### src/rtl/point_kinetics_euler_step_core_macros.svh
// Assertion macros shared by the point-kinetics Euler step core.
`ifndef POINT_KINETICS_EULER_STEP_CORE_MACROS_SVH
`define POINT_KINETICS_EULER_STEP_CORE_MACROS_SVH

`ifndef ASSERT_OFF
// Condition holds at every clock edge out of reset.
`define PKEC_ASSERT_HOLD(lbl, expr) \
	lbl: assert property (@(posedge clk) disable iff (!arst_n) (expr)) \
		else $error("pkec assertion failed");
// Consequent holds in the same cycle as the antecedent.
`define PKEC_ASSERT_IMPL(lbl, ante, cons) \
	lbl: assert property (@(posedge clk) disable iff (!arst_n) (ante) |-> (cons)) \
		else $error("pkec assertion failed");
// Consequent holds in the cycle after the antecedent.
`define PKEC_ASSERT_NEXT(lbl, ante, cons) \
	lbl: assert property (@(posedge clk) disable iff (!arst_n) (ante) |=> (cons)) \
		else $error("pkec assertion failed");
`else
`define PKEC_ASSERT_HOLD(lbl, expr)
`define PKEC_ASSERT_IMPL(lbl, ante, cons)
`define PKEC_ASSERT_NEXT(lbl, ante, cons)
`endif

`endif

### src/rtl/pkec_pkg.sv
// Shared widths, constants and interface types of the point-kinetics Euler step core.
package pkec_pkg;

	localparam int GROUPS_DEF = 6;

	localparam int VAL_W  = 48;   // Q20.28 state values
	localparam int COEF_W = 32;   // Q0.32 coefficients, multiplier operand width
	localparam int K_W    = 29;   // dt/Lambda register width
	localparam int MAG_W  = 35;   // magnitude of 4*rho - beta
	localparam int PROD_W = 2 * COEF_W;
	localparam int ACC_W  = 112;  // holds a 64 x 48 bit product
	localparam int SUM_W  = 52;   // positive sum of the density update
	localparam int DVD_W  = 80;   // power times build coefficient
	localparam int QUO_W  = 49;   // quotient bits kept before the cap

	// Largest stored value, 1e6 in Q20.28.
	localparam logic [VAL_W-1:0] CAP = 48'd268435456000000;

	// Weight of a partial product in the accumulator.
	localparam logic [1:0] SH_0  = 2'd0;
	localparam logic [1:0] SH_32 = 2'd1;
	localparam logic [1:0] SH_64 = 2'd2;

	typedef struct packed {
		logic              issue;
		logic              clear;
		logic [1:0]        shift;
		logic [COEF_W-1:0] a;
		logic [COEF_W-1:0] b;
	} mac_op_t;

	typedef struct packed {
		logic              start;
		logic [DVD_W-1:0]  dividend;
		logic [COEF_W-1:0] divisor;
	} div_req_t;

	typedef struct packed {
		logic busy;
		logic done;
	} div_stat_t;

endpackage

### src/rtl/pkec_mac.sv
// Shared 32 x 32 multiplier with a registered product and a shifting accumulator.
module pkec_mac (
	input  logic                      clk,
	input  logic                      arst_n,
	input  pkec_pkg::mac_op_t         op,
	output logic [pkec_pkg::ACC_W-1:0] acc
);

	logic                        valid_s1;
	logic                        clear_s1;
	logic [1:0]                  shift_s1;
	logic [pkec_pkg::PROD_W-1:0] prod_s1;
	logic [pkec_pkg::ACC_W-1:0]  addend;
	logic [pkec_pkg::ACC_W-1:0]  acc_q;

	always_ff @(posedge clk or negedge arst_n) begin
		if (!arst_n) begin
			valid_s1 <= 1'b0;
		end else begin
			valid_s1 <= op.issue;
		end
	end

	always_ff @(posedge clk) begin
		if (op.issue) begin
			prod_s1  <= pkec_pkg::PROD_W'(op.a) * pkec_pkg::PROD_W'(op.b);
			clear_s1 <= op.clear;
			shift_s1 <= op.shift;
		end
	end

	// Place the product at its weight.
	always_comb begin
		unique case (shift_s1)
			pkec_pkg::SH_0:  addend = pkec_pkg::ACC_W'(prod_s1);
			pkec_pkg::SH_32: addend = pkec_pkg::ACC_W'(prod_s1) << pkec_pkg::COEF_W;
			pkec_pkg::SH_64: addend = pkec_pkg::ACC_W'(prod_s1) << (2 * pkec_pkg::COEF_W);
			default:         addend = '0;
		endcase
	end

	always_ff @(posedge clk) begin
		if (valid_s1) begin
			acc_q <= (clear_s1 ? '0 : acc_q) + addend;
		end
	end

	assign acc = acc_q;

endmodule

### config.mk
export PLATFORM = sky130hd
export DESIGN_NAME = pkec_mac
export DESIGN_NICKNAME = d
export VERILOG_FILES = /design/src/rtl/point_kinetics_euler_step_core_macros.svh /design/src/rtl/pkec_pkg.sv /design/src/rtl/pkec_mac.sv
export SDC_FILE = /design/constraint.sdc
export NUM_CORES = 2
export LEC_CHECK = 0
export BUFFER_PORTS_ARGS = -buffer_cell sky130_fd_sc_hd__buf_2
export CORE_MARGIN = 2
export CORE_UTILIZATION = 40
export CTS_BUF_LIST = sky130_fd_sc_hd__clkbuf_16
export DETAILED_ROUTE_END_ITERATION = 16
export PLACE_DENSITY = 0.53
export SLEW_MARGIN = 20
export SYNTH_ARGS = -nofsm -noshare
export SYNTH_HDL_FRONTEND = slang
export SYNTH_SLANG_ARGS = --single-unit
export TNS_END_PERCENT = 20
### constraint.sdc
create_clock -name clk -period 7.1 [get_ports clk]
set_input_delay 1.065 -clock clk [delete_from_list [all_inputs] [get_ports clk]]
set_output_delay 1.065 -clock clk [all_outputs]
set_load 0.02 [all_outputs]
==> summary.md <==
| Metric | Value |
|---|---|
| Initial Util | 40.2% |
| Area of the multi-input gates | 0.0389 mm2 |
| Outcome | finished, violations left |
| Worst r2r src | shift_s1[1]$_DFFE_PP_ |
| Reg area | 0.00540 mm2 |
| Final std cells w/o fill | 7294 |
| Placed Instances | 7227 |
| Min Tclk post-route | 7800 ps |
| Final Worst Setup Slack | -701 ps |
| Port bufs | 181 |
| Clock-pin slew on the worst setup and hold paths | 80 ps |
| Asr flop ratio synth | 0.556% |
| Share of cells above drive strength 1 | 15.8% |
| Post-synth top area share | 37.4% |
| Die H | 350 um |
| Max-cap check violation count | 0 |
| Clock root cell | clkbuf_16 |
| Worst setup SP type | input port |
| Vias per cell | 5.18 |
| Die W | 350 um |
| Clock skew | 16.8 ps |
| Fin nets | 7007 |
| Hpwl dp | 132 mm |
| WL final | 154 mm |
| # rows | 127 |
| Area grow syn2layout | 15.8% |
| WP data arrival | 8010 ps |
| Pin count of the biggest net entering global routing | 113 |
| DRT antenna net count | 0 |
| Max Fanout on Critical Path | 6 |
| Cts bufs inserted | 17 |
| Area leader, netlist | fa_1 |
| Area of the core | 0.119 mm2 |
| Headroom to the max-slew limit | 21.6% |
| WP data required | 7310 ps |
| Core Util, Final | 46.5% |
| Ys flop type | edfxtp_1 |
| Initial antenna violation count | 3 |
| Synth Warn # | 0 |
| Syn Nets | 6676 |
| HP Class | input port to async pin |
| Max-slew violations | 0 |
| Vias in the first global route | 39700 |
| CP Launch Point | op[44] |
| Crit path kind | input port to register |
| Wire per inst | 21.0 um |
| Crit. End Element | register |
| Routability cong. | 0.994 |
| Fillers | 11800 |
| Overflow after GRT | 0 |
| First-pass GRT wire length | 236 mm |
| Failing checks | setup timing |
| Total Routing Usage GR | 25.1% |
| Slew @ Worst Pin | 1170 ps |
| Largest cells by area after synthesis | fa_1 (37%), edfxtp_1 (11%), ha_1 (9.7%), and2_1 (8.3%), inv_1 (7.2%) |
| Worst setup path endpoint | prod_s1[57]$_DFFE_PP_ |
| Max clock buf depth | 2 |
| Avg Inst Size Synth | 9.00 um2 |
| Maximum clock rate | 128 MHz |
| Number of synthesized flops with an enable pin | 179 |
| Pre-antenna DRT Iters | 5 |
| Number of synthesized register bits | 180 |
| RSZ-0062 raised after global routing | yes |
| # setup viols final | 35 |
| I/O pin count | 182 |
| Worst reg2reg setup slack | 1810 ps |
| Mapped Area | 0.0480 mm2 |
| Die Area | 0.123 mm2 |
| # hold bufs at CTS | 0 |
| Seq/Total Area, Yosys | 11.3% |
| Synth Instances | 5335 |
| FF-to-FF End | acc[90]$_DFFE_PP_ |
| CTS tree | done |
| Drc violations | 0 |
| Iter 0 DRT Violations | 2287 |
| H-tree depth | 4 |
| R2R cell count | 15 |
| Number of distinct library cells after synthesis | 79 |
| CTS sink cnt | 180 |
| Hold Violations, Final | 0 |
| Worst-Skew Late Latency | 470 ps |
| Fin crit share | 110% |
| DR vias | 37800 |
==> worst min-delay path by stage <==
stage | from | cells past startpoint | end
2_1_floorplan | prod_s1[0]$_DFFE_PP_ | 2 | acc[0]$_DFFE_PP_
3_3_place_gp | acc[0]$_DFFE_PP_ | 2 | acc[0]$_DFFE_PP_
3_5_place_dp | acc[0]$_DFFE_PP_ | 2 | acc[0]$_DFFE_PP_
4_1_cts | arst_n | 1 | valid_s1$_DFF_PN0_
5_1_grt | arst_n | 1 | valid_s1$_DFF_PN0_
6_report | arst_n | 1 | valid_s1$_DFF_PN0_
==> timing repair <==
item / 4_1_cts / 5_1_grt
cloned: 0 / 3
endpoints found under the setup margin: 42 / 43
buffers inserted: 15 / 16
pin swaps: 54 / 107
gates resized for setup: 182 / 207
==> cells in the final DEF, fill, tap and decap left out, drive strengths merged, types with 130 or more instances in the layout <==
| cell type | instances |
|---|---|
| nor2b | 130 |
| nor2 | 176 |
| buf | 618 |
| and2 | 639 |
| a21oi | 230 |
| nand2 | 611 |
| ha | 374 |
| inv | 929 |
| edfxtp | 179 |
| fa | 897 |
==> worst max-delay path, stage by stage <==
cell	delay, ps
buf_16	130
and2_4	160
fa_1	500
fa_1	570
inv_2	50
fa_2	560
fa_1	420
inv_2	80
fa_1	470
fa_1	520
fa_1	540
inv_2	40
fa_1	530
inv_2	50
ha_4	250
a21o_1	200
o21bai_4	180
a211oi_4	290
o311ai_4	140
a21oi_2	180
o21ai_2	120
a311oi_2	370
o21ai_2	140
a2111oi_2	380
a311oi_1	80
==> layer usage <==
metal | up-vias | GRT usage (%) | share of wire (%)
met1 | 19400 | 33.4 | 43
met4 | 0 | 7.28 | 3.3
met3 | 187 | 2.26 | 4.5
li1 | 17300 | - | -
met5 | - | 0 | 0
met2 | 933 | 43.6 | 49
==> flip-flops by register name, summed over array words and instances, names as in the netlist <==
name      count
shift_s1      2
valid_s1      1
clear_s1      1
prod_s1      64
acc         112
==> kinds of logic (layout without fill, tap and decap cells) <==
kind of cell | after synthesis | count (layout) | synth area share [%]
flops | 180 | 180 | 11.3
buf+inv | 1232 | 1575 | 9.65
other cells | 0 | 4 | 0
xor+xnor | 166 | 166 | 3.03
simple gates | 1754 | 1754 | 18.7
fa+ha+maj | 1271 | 1271 | 47.2
compound gates | 699 | 699 | 9.47
mux | 33 | 33 | 0.691
==> metrics by stage <==
step | TNS [ps] | setup slack (ps) | cell area (um2) | hold slack, ps
2_1_floorplan | -10940 | -710 | 48800 | 661
3_3_place_gp | -51950 | -1680 | 53300 | 709
3_5_place_dp | -52100 | -1720 | 53300 | 702
4_1_cts | -13290 | -730 | 54700 | 375
5_1_grt | -19100 | -901 | 55600 | 378
6_report | -11540 | -701 | 55600 | 386
==> layout make-up <==
| class | count | area share [%] |
|---|---|---|
| tap | 1612 | 3.63 |
| clock buffer | 17 | 0.766 |
| antenna | 4 | 0.0180 |
| inverter | 922 | 6.23 |
| timing repair buffer | 622 | 9.35 |
| multi-input combinational | 3923 | 70.0 |
| sequential | 180 | 9.73 |
| clock inverter | 14 | 0.254 |
==> synthesized netlist by cell type (8+ instances only) <==
| cell | n |
|---|---|
| a22o_1 | 34 |
| nor2_1 | 176 |
| nor2b_1 | 130 |
| nor3_1 | 21 |
| xor2_1 | 60 |
| nand2_1 | 611 |
| o21ai_0 | 124 |
| or3_1 | 9 |
| and2_1 | 639 |
| o21bai_1 | 47 |
| or2_2 | 8 |
| nand2b_1 | 11 |
| nand3_1 | 32 |
| edfxtp_1 | 179 |
| nand4_1 | 69 |
| a21boi_0 | 8 |
| o21a_1 | 18 |
| a211oi_1 | 20 |
| clkbuf_1 | 301 |
| fa_1 | 897 |
| and4_1 | 11 |
| a31oi_1 | 19 |
| a21o_1 | 97 |
| a21oi_1 | 230 |
| mux2i_1 | 32 |
| nor4_1 | 11 |
| o31ai_1 | 17 |
| inv_1 | 922 |
| and3_1 | 10 |
| o211ai_1 | 10 |
| ha_1 | 374 |
| xnor2_1 | 106 |
Power is left out: the tool's default activity adds up to more than one toggle a clock period on the data nets, which glitch-free logic cannot reach.
