==> src/rtl/point_kinetics_euler_step_core_macros.svh <==
// Assertion macros shared by the point-kinetics Euler step core.
`ifndef POINT_KINETICS_EULER_STEP_CORE_MACROS_SVH
`define POINT_KINETICS_EULER_STEP_CORE_MACROS_SVH

`ifndef ASSERT_OFF
// Condition holds at every clock edge out of reset.
`define PKEC_ASSERT_HOLD(lbl, expr) \
	lbl: assert property (@(posedge clk) disable iff (!arst_n) (expr)) \
		else $error("pkec assertion failed");
// Consequent holds in the same cycle as the antecedent.
`define PKEC_ASSERT_IMPL(lbl, ante, cons) \
	lbl: assert property (@(posedge clk) disable iff (!arst_n) (ante) |-> (cons)) \
		else $error("pkec assertion failed");
// Consequent holds in the cycle after the antecedent.
`define PKEC_ASSERT_NEXT(lbl, ante, cons) \
	lbl: assert property (@(posedge clk) disable iff (!arst_n) (ante) |=> (cons)) \
		else $error("pkec assertion failed");
`else
`define PKEC_ASSERT_HOLD(lbl, expr)
`define PKEC_ASSERT_IMPL(lbl, ante, cons)
`define PKEC_ASSERT_NEXT(lbl, ante, cons)
`endif

`endif

==> src/rtl/pkec_pkg.sv <==
// Shared widths, constants and interface types of the point-kinetics Euler step core.
package pkec_pkg;

	localparam int GROUPS_DEF = 6;

	localparam int VAL_W  = 48;   // Q20.28 state values
	localparam int COEF_W = 32;   // Q0.32 coefficients, multiplier operand width
	localparam int K_W    = 29;   // dt/Lambda register width
	localparam int MAG_W  = 35;   // magnitude of 4*rho - beta
	localparam int PROD_W = 2 * COEF_W;
	localparam int ACC_W  = 112;  // holds a 64 x 48 bit product
	localparam int SUM_W  = 52;   // positive sum of the density update
	localparam int DVD_W  = 80;   // power times build coefficient
	localparam int QUO_W  = 49;   // quotient bits kept before the cap

	// Largest stored value, 1e6 in Q20.28.
	localparam logic [VAL_W-1:0] CAP = 48'd268435456000000;

	// Weight of a partial product in the accumulator.
	localparam logic [1:0] SH_0  = 2'd0;
	localparam logic [1:0] SH_32 = 2'd1;
	localparam logic [1:0] SH_64 = 2'd2;

	typedef struct packed {
		logic              issue;
		logic              clear;
		logic [1:0]        shift;
		logic [COEF_W-1:0] a;
		logic [COEF_W-1:0] b;
	} mac_op_t;

	typedef struct packed {
		logic              start;
		logic [DVD_W-1:0]  dividend;
		logic [COEF_W-1:0] divisor;
	} div_req_t;

	typedef struct packed {
		logic busy;
		logic done;
	} div_stat_t;

endpackage

==> src/rtl/pkec_div.sv <==
// Restoring divider, one quotient bit a cycle, with the result capped at 1e6.
module pkec_div (
	input  logic                       clk,
	input  logic                       arst_n,
	input  pkec_pkg::div_req_t         req,
	output pkec_pkg::div_stat_t        stat,
	output logic [pkec_pkg::VAL_W-1:0] quotient
);

	localparam int CW = $clog2(pkec_pkg::QUO_W + 1);

	logic                        busy_q;
	logic                        done_q;
	logic [CW-1:0]               cnt_q;
	logic [pkec_pkg::COEF_W-1:0] dvs_q;
	logic [pkec_pkg::COEF_W-1:0] rem_q;
	logic [pkec_pkg::QUO_W-1:0]  dvd_q;
	logic [pkec_pkg::QUO_W-1:0]  quo_q;
	logic [pkec_pkg::VAL_W-1:0]  res_q;
	logic                        sat;
	logic [pkec_pkg::COEF_W:0]   trial;
	logic [pkec_pkg::COEF_W:0]   diff;
	logic                        take;

	// A zero divisor, or a quotient that cannot fit the kept bits, saturates.
	assign sat = (req.divisor == '0) ||
		(pkec_pkg::COEF_W'(req.dividend[pkec_pkg::DVD_W-1:pkec_pkg::QUO_W]) >= req.divisor);

	assign trial = {rem_q, dvd_q[pkec_pkg::QUO_W-1]};
	assign diff  = trial - {1'b0, dvs_q};
	assign take  = trial >= {1'b0, dvs_q};

	always_ff @(posedge clk or negedge arst_n) begin
		if (!arst_n) begin
			busy_q <= 1'b0;
			done_q <= 1'b0;
			cnt_q  <= '0;
		end else begin
			done_q <= 1'b0;
			if (req.start) begin
				busy_q <= 1'b1;
				cnt_q  <= sat ? '0 : CW'(pkec_pkg::QUO_W);
			end else if (busy_q) begin
				if (cnt_q == '0) begin
					busy_q <= 1'b0;
					done_q <= 1'b1;
				end else begin
					cnt_q <= cnt_q - CW'(1);
				end
			end
		end
	end

	always_ff @(posedge clk) begin
		if (req.start) begin
			dvs_q <= req.divisor;
			rem_q <= pkec_pkg::COEF_W'(req.dividend[pkec_pkg::DVD_W-1:pkec_pkg::QUO_W]);
			dvd_q <= req.dividend[pkec_pkg::QUO_W-1:0];
			quo_q <= sat ? '1 : '0;
		end else if (busy_q) begin
			if (cnt_q != '0) begin
				rem_q <= take ? diff[pkec_pkg::COEF_W-1:0] : trial[pkec_pkg::COEF_W-1:0];
				dvd_q <= dvd_q << 1;
				quo_q <= {quo_q[pkec_pkg::QUO_W-2:0], take};
			end else begin
				res_q <= (quo_q > pkec_pkg::QUO_W'(pkec_pkg::CAP)) ?
					pkec_pkg::CAP : quo_q[pkec_pkg::VAL_W-1:0];
			end
		end
	end

	assign stat.busy = busy_q;
	assign stat.done = done_q;
	assign quotient  = res_q;

endmodule

==> config.mk <==
export PLATFORM = sky130hd
export DESIGN_NAME = pkec_div
export DESIGN_NICKNAME = d
export VERILOG_FILES = /design/src/rtl/point_kinetics_euler_step_core_macros.svh /design/src/rtl/pkec_pkg.sv /design/src/rtl/pkec_div.sv
export SDC_FILE = /design/constraint.sdc
export NUM_CORES = 1
export LEC_CHECK = 0
export ABC_AREA = 1
export BUFFER_PORTS_ARGS = -buffer_cell sky130_fd_sc_hd__buf_2
export CAP_MARGIN = 20
export CORE_MARGIN = 4
export CORE_UTILIZATION = 50
export DETAILED_ROUTE_END_ITERATION = 7
export HOLD_SLACK_MARGIN = 0.05
export PLACE_DENSITY = 0.73
export SLEW_MARGIN = 20
export SYNTH_ARGS = -nofsm -noshare
export SYNTH_HDL_FRONTEND = slang
export SYNTH_SLANG_ARGS = --single-unit
==> constraint.sdc <==
create_clock -name clk -period 4.1 [get_ports clk]
set_input_delay 0 -clock clk [delete_from_list [all_inputs] [get_ports clk]]
set_output_delay 0 -clock clk [all_outputs]
set_load 0.01 [all_outputs]
==> metrics.cfg, run 1 <==
[cts]
h-tree-depth = 1
clock_sinks = 218
post_cts_resized = 0
cts.reportedPaths.clkPinSlew_ns = 0.06
cts_buffer_depth = 3
clock_latency_ns = 0.54
numCtsBuffers = 24
cts-root-buf = clkbuf_16
cts_tree = done

[cells_and_area]
post_route_cells_drive_above_1_share_pct = 13.3
final_common_cell = nand2_1
synthToLayoutAreaGrowth_pct = 23.7
post-route-util_pct = 63.5
final_cell_mix = 516 x nand2_1, 239 x inv_1, 209 x edfxtp_1
finalInstanceArea_sq_um = 15600
layout.cells.non_filler = 2098
fin_nets = 1936

[placed_design]
io_buffers = 164
gp_congestion = 0.945
place_area_sq_um = 13700
hpwl_mm = 22.7
place_ws_ns = 1.30
post-place-cells = 1939

[sta]
setup_violations = 0
worst_clock_skew_ns = 0.00990
post-route-worst-setup-slack_ns = 1.23
max_slew.worst_pin.slew_ns = 1.07
rsz0062_at_grt = false
whs_ns = 0.131
max_slew_margin_pct = 29.0
hold_violations = 0
max_freq_mhz = 349
setup-tns-final_ns = 0
final_max_slew_viol_count = 0
layout_worst_path_cycle_share_pct = 70.0
fin_crit_ns = 2.87

[logic_synthesis]
ys_seq_area_share_pct = 51.6
synthCells = 1487
ys_async_sr_fraction_pct = 3.67
syn_nets = 1668
synth_edf_count = 209
synth_flop_cell = edfxtp_1
syn_area_per_cell_sq_um = 8.47
syn-cell-area_sq_um = 12600
yosys_warnings = 0
synth-seq-cells = 218
synth_cell_types = 44

[die]
die_h_microns = 167
initial_core_util_pct = 51.3
die_x_microns = 167
rows = 57
die_area_sq_um = 27800
ios = 165
core_area_sq_um = 24500

[global_route]
antenna_found_initial = 0
grt_max_degree = 135
grt_pass1_wl_mm = 55.8
first_global_vias = 11100
track_usage_pct = 24.4
gr-total-overflow = 0

[power_and_ir_drop]
p_leak_nw = 7.63
ir_drop_mv = 0.364
power_mw = 9.03
power_density_nw_per_um2 = 579

[setup_path]
crit_path_frequent_cell = nand2_1
cp_data_arrival_time_ns = 3.15
criticalPathCategory = flop to flop
critPathSlowestCell = nor2_4
slowest_delay_ns = 0.53
end_kind = flop
cp_max_fo = 21
cp.required_ns = 4.38
crit_chain = ha_1 -> nand2_1 -> nand2_1 -> a21oi_2 -> inv_1 -> a21oi_1 -> nand2_1 -> nor2_4 -> buf_4 -> nand3b_1 -> nand3_1 -> nand2_1
start_kind = flop

[routing]
drc_errors = 0
wl_mm = 34.4
routed_via_density = 5.17
vias = 10800
wl_per_cell_microns = 16.4
drt_pre_antenna_iters = 5
drtAntennaViolNets = 0
first_iter_violations = 980

[status]
outcome = finished, final reports clean

[min_path]
worstHoldPathType = input pin to flop

[run]
drv_cap = 0

critical path: cells and delay by family (launching register included):
kind,cells,cell delay [ns]
compound gates,2,0.32
fa+ha+maj,1,0.38
buf+inv,2,0.38
flops,1,0.40
simple gates,7,1.14
layer usage:
| layer | vias up | routed length, microns | GRT usage (%) |
|---|---|---|---|
| li1 | 5328 | - | - |
| met1 | 5069 | 14200 | 30.2 |
| met2 | 323 | 16800 | 41.8 |
| met3 | 125 | 1670 | 4.08 |
| met4 | 0 | 1770 | 11.6 |
| met5 | - | 0 | 0 |
flip-flops by register name, indices dropped and copies added, names as in the netlist:
register,cells
dvd_q,49
quo_q,49
quotient,48
dvs_q,32
rem_q,32
cnt_q,6
busy_q,1
done_q,1
synthesized netlist by cell type (all sizes together) (2+ instances only):
master | count | share of area, %
clkinv | 2 | 0.060
nand3b | 40 | 2.4
nand2 | 525 | 16
o21a | 2 | 0.12
nor4 | 12 | 0.60
edfxtp | 209 | 50
buf | 21 | 1.1
nand3 | 67 | 2.8
and2 | 2 | 0.099
o21ai | 59 | 2.3
inv | 244 | 7.3
dfrtp | 8 | 1.6
nand4 | 17 | 0.84
or2 | 2 | 0.099
a21oi | 48 | 2.0
o21bai | 5 | 0.30
nor3 | 7 | 0.32
ha | 65 | 6.5
clkbuf | 22 | 0.66
xnor2 | 16 | 1.1
nor2 | 106 | 3.4
final cells by class:
class                      instances  area (sq um)
fill                            2015          8950
sequential                       218          6500
multi-input combinational        980          4980
timing repair buffer             285          2020
inverter                         246           923
clock buffer                      33           654
tap                              324           405
clock inverter                    11           109
antenna                            1          2.50
cell families after synthesis:
group	count (synthesis)	synth area share (%)
DFF	218	51.6
adders and majority gates	66	6.62
AOI/OAI and AO/OA	118	4.95
and+or+nand+nor	780	26.7
xor gates and xnor gates	16	1.11
buffers and inverters	289	9.09
where the power goes:
group          switching [mW]  internal [mW]  total [mW]
registers               0.228           3.10        3.33
logic                    2.30           1.30        3.60
clock network           0.917           1.19        2.11
total                    3.44           5.58        9.03
path summary, 6_finish.rpt:
check | slack [ns] | start | to | cells after the start
setup reg to reg | 1.23 | rem_q[25]$_DFFE_PP_ | rem_q[3]$_DFFE_PP_ | 12
max in group asynchronous | 3.32 | arst_n | done_q$_DFF_PN0_ | 3
hold reg to reg | 0.48 | cnt_q[3]$_DFFE_PN0P_ | cnt_q[3]$_DFFE_PN0P_ | 1
min in group asynchronous | 0.49 | arst_n | cnt_q[0]$_DFFE_PN0P_ | 3
hold / removal | 0.13 | req[112] | busy_q$_DFF_PN0_ | 3
setup / recovery | 1.23 | rem_q[25]$_DFFE_PP_ | rem_q[3]$_DFFE_PP_ | 12
timing repair:
action | 4_1_cts | 5_1_grt
hold buffers | 114 | 0
setup buffers | 0 | 0
endpoints found under the hold margin | 120 | 0
(Power assumes the default switching activity.)
==> run 2: changes to the inputs <==
Settings changed: ABC_AREA 1 to 0, PLACE_DENSITY 0.73 to 0.74.
Clock period 4.1 ns to 2.5 ns, I/O delays scaled along.
==> run 2 against run 1 <==
Compared with the run above: the flow now finishes with violations (negative setup slack); clock power rose by 72%; sequential power increased by 74%; non-clock buffer count is 166 higher; fmax shrank 0.87%; critical path depth shrank 1; worst hold slack improved by 0.11 ns; global-route usage shrank 1.5 points; sequential share of layout area down 2.6 points; clock skew is 0.0060 ns higher; flip-flop and latch count did not move; die area decreased by 7.0%; power increased by 94%; largest cell class unchanged; largest power group unchanged.
==> metrics.cfg, run 2 <==
[logic_synthesis]
syn_nets = 1189  ; -29%
synth_top_cell_by_area = edfxtp_1
synth_edf_count = 209  ; unchanged
synthCells = 1008  ; -32%
synth_flop_cell = edfxtp_1
synth_most_common_cell = edfxtp_1
synth_common_cells = 209 x edfxtp_1, 128 x nor2_1, 80 x inv_1, 65 x ha_1, 54 x nand2_1
synth_cell_types = 71  ; +61%
synthTopCellsByArea = edfxtp_1 54%, ha_1 7.0%, mux2_2 4.7%
syn-cell-area_sq_um = 11700  ; -7.3%
ys_seq_area_share_pct = 55.6  ; +4.1 points
ys_async_sr_fraction_pct = 3.67  ; unchanged
yosys_warnings = 0  ; unchanged
syn_area_per_cell_sq_um = 11.6  ; +37%
synth_top_area_share_pct = 53.8  ; +3.9 points
synth-seq-cells = 218  ; unchanged

[global_route]
track_usage_pct = 22.9  ; -1.5 points
antenna_found_initial = 0  ; unchanged
gr-total-overflow = 0  ; unchanged
grt_max_degree = 103  ; -24%
first_global_vias = 9650  ; -13%
grt_pass1_wl_mm = 49.0  ; -12%

[cells_and_area]
final.fill_count = 1511  ; -25%
diodes = 0  ; -1
final_cell_mix = 209 x edfxtp_1, 163 x buf_2, 152 x buf_4
post-route-util_pct = 72.9  ; +9.4 points
register_area_sq_um = 6500  ; unchanged
synthToLayoutAreaGrowth_pct = 42.3
finalInstanceArea_sq_um = 16600  ; +6.6%
multi_input_area_sq_um = 5180  ; +4.0%
fin_nets = 1621  ; -16%
post_route_cells_drive_above_1_share_pct = 34.7  ; +21 points
final_common_cell = edfxtp_1

[die]
initial_core_util_pct = 51.2  ; -0.097 points
ios = 165  ; unchanged
rows = 55  ; -3.5%
core_area_sq_um = 22800  ; -7.2%
die_h_microns = 161  ; -3.6%
die_area_sq_um = 25900  ; -7.0%
die_x_microns = 161  ; -3.6%

[cts]
clock_latency_ns = 0.52  ; -0.02 ns
cts_tree = done
cts.reportedPaths.clkPinSlew_ns = 0.07  ; about the same
cts_buffer_depth = 3  ; unchanged
clock_sinks = 218  ; unchanged
cts-root-buf = clkbuf_16
numCtsBuffers = 24  ; unchanged
h-tree-depth = 1  ; unchanged

[setup_path]
crit_chain = ha_4 -> and3_4 -> a22o_4 -> o21a_4 -> o31ai_4 -> a2111oi_4 -> o41ai_4 -> buf_6 -> buf_4 -> nor2_4 -> a221o_1
cp.required_ns = 2.76  ; -1.62 ns
critPathSlowestCell = edfxtp_1
reg2regPathDepth = 11  ; -1
cp_data_arrival_time_ns = 3.15  ; about the same
cp_num_buf_inv = 2  ; unchanged
criticalPathCategory = flop to flop
slowest_delay_ns = 0.45  ; -0.08 ns
start_kind = flop
cp_max_fo = 5  ; -76%
cpLargestDelayFamily = compound AO/OA/AOI/OAI gates
worst-path-stages = 11  ; -1
end_kind = flop

[routing]
drc_errors = 0  ; unchanged
drt_pre_antenna_iters = 5  ; unchanged
first_iter_violations = 576  ; -41%
drtAntennaViolNets = 0  ; unchanged
vias = 9474  ; -13%
wl_mm = 31.3  ; -9.1%
routed_via_density = 5.36  ; +3.7%
wl_per_cell_microns = 17.7  ; +8.0%

[sta]
max_freq_mhz = 346  ; -0.87%
max_slew.worst_pin.slew_ns = 0.650  ; -0.415 ns
fin_crit_ns = 2.89  ; +0.0251 ns
hold_violations = 0  ; unchanged
final_max_slew_viol_count = 0  ; unchanged
max_slew_margin_pct = 56.2  ; +27 points
worst_clock_skew_ns = 0.0158  ; +0.00595 ns
post-route-worst-setup-slack_ns = -0.393  ; -1.63 ns
setup_violations = 33  ; +33
layout_worst_path_cycle_share_pct = 116  ; +46 points
rsz0062_at_grt = true

[placed_design]
io_buffers = 164  ; unchanged
place_area_sq_um = 14000  ; +2.3%
hpwl_mm = 19.6  ; -14%
gp_congestion = 0.874  ; -7.5%

[min_path]
hold-path-cell-count = 2  ; -1
worstHoldPathType = input pin to flop

[power_and_ir_drop]
power_density_nw_per_um2 = 1060  ; +82%
p_leak_nw = 7.18  ; -5.9%
ir_drop_mv = 0.585  ; +61%

[run]
drv_cap = 0  ; unchanged

[status]
outcome = finished, violations left
violations = negative setup slack

==> run 2: changes by cell type after synthesis, sizes merged, moves of 8 or more <==
cell	delta
mux2	+49
nand2	-470
xor2	+16
a21o	+24
nand3	-59
and3	+8
inv	-164
and2	+47
a31oi	+8
o21ai	-19
mux2i	+21
nand3b	-36
nor2	+23
==> run 2: per-layer routing <==
metal / routed length, microns / track usage [%] / vias to the layer above
met5: 0 / 0 / -
met4: 729 / 5.89 / 0
met3: 1930 / 3.49 / 60
met2: 15500 / 39.0 / 336
met1: 13200 / 31.1 / 4553
li1: - / - / 4525
==> run 2: what timing repair did <==
item / 4_1_cts / 5_1_grt
pin swaps: 18 / 20
setup endpoints to repair: 33 / 125
cloned: 1 / 3
setup buffers: 13 / 14
hold buffers: 118 / 0
resized for setup: 35 / 28
hold endpoints to repair: 130 / 0
==> run 2: path summary, 6_finish.rpt <==
kind,from,endpoint,slack (ns)
setup reg to reg,rem_q[5]$_DFFE_PP_,rem_q[21]$_DFFE_PP_,-0.39
hold / removal,req[23],dvs_q[23]$_DFFE_PP_,0.24
min in group asynchronous,arst_n,cnt_q[3]$_DFFE_PN0P_,0.49
hold reg to reg,rem_q[31]$_SDFFE_PP0P_,rem_q[31]$_SDFFE_PP0P_,0.50
setup / recovery,rem_q[5]$_DFFE_PP_,rem_q[21]$_DFFE_PP_,-0.39
max in group asynchronous,arst_n,cnt_q[0]$_DFFE_PN0P_,1.74
==> run 2: final cells by class <==
type	instances	area share, %
repair buffers	451	20.8
clock buffers	31	3.90
multi-input cells	665	31.2
clock inverters	9	0.859
flip-flops and latches	218	39.1
well taps	313	2.36
inverters	80	1.83
==> run 2: worst register-to-register path, delay by kind of cell, from the launching register on <==
family	cells	cell delay [ns]
AO/OA/AOI/OAI	6	1.38
adder cells (fa/ha/maj)	1	0.26
flip-flops	1	0.45
AND/OR/NAND/NOR	2	0.22
buffers and inverters	2	0.32
==> run 2: kinds of logic (layout without fill, tap and decap cells) <==
group                    Yosys count  in the layout  synth area share [%]
AO/OA/AOI/OAI                    178            178                  10.5
XOR/XNOR                          28             28                  2.10
adder cells (fa/ha/maj)           66             66                  7.14
buffers and inverters            125            571                  4.54
flip-flops                       218            218                  55.6
multiplexers                      70             70                  6.53
AND/OR/NAND/NOR                  323            323                  13.6
==> run 2: where the power goes <==
group	leakage, nW	switching [mW]	internal [mW]	total [mW]
Combinational	4.55	3.89	4.22	8.11
Sequential	2.24	0.590	5.23	5.81
Clock	0.387	1.40	2.22	3.62
Total	7.18	5.88	11.7	17.5
==> run 2: through the flow <==
step | instances | power (mW) | hold slack, ns | setup TNS, ns | worst slack (ns)
3_5_place_dp | 1581 | 12.5 | -0.138 | -27.68 | -0.672
4_1_cts | 1752 | 17.0 | 0.216 | -10.29 | -0.398
3_3_place_gp | 1581 | 12.3 | -0.137 | -20.39 | -0.490
6_report | 1767 | 17.5 | 0.240 | -10.31 | -0.393
5_1_grt | 1767 | 18.5 | 0.234 | -15.15 | -0.520
2_1_floorplan | 1008 | 9.97 | -0.296 | -150.59 | -0.894
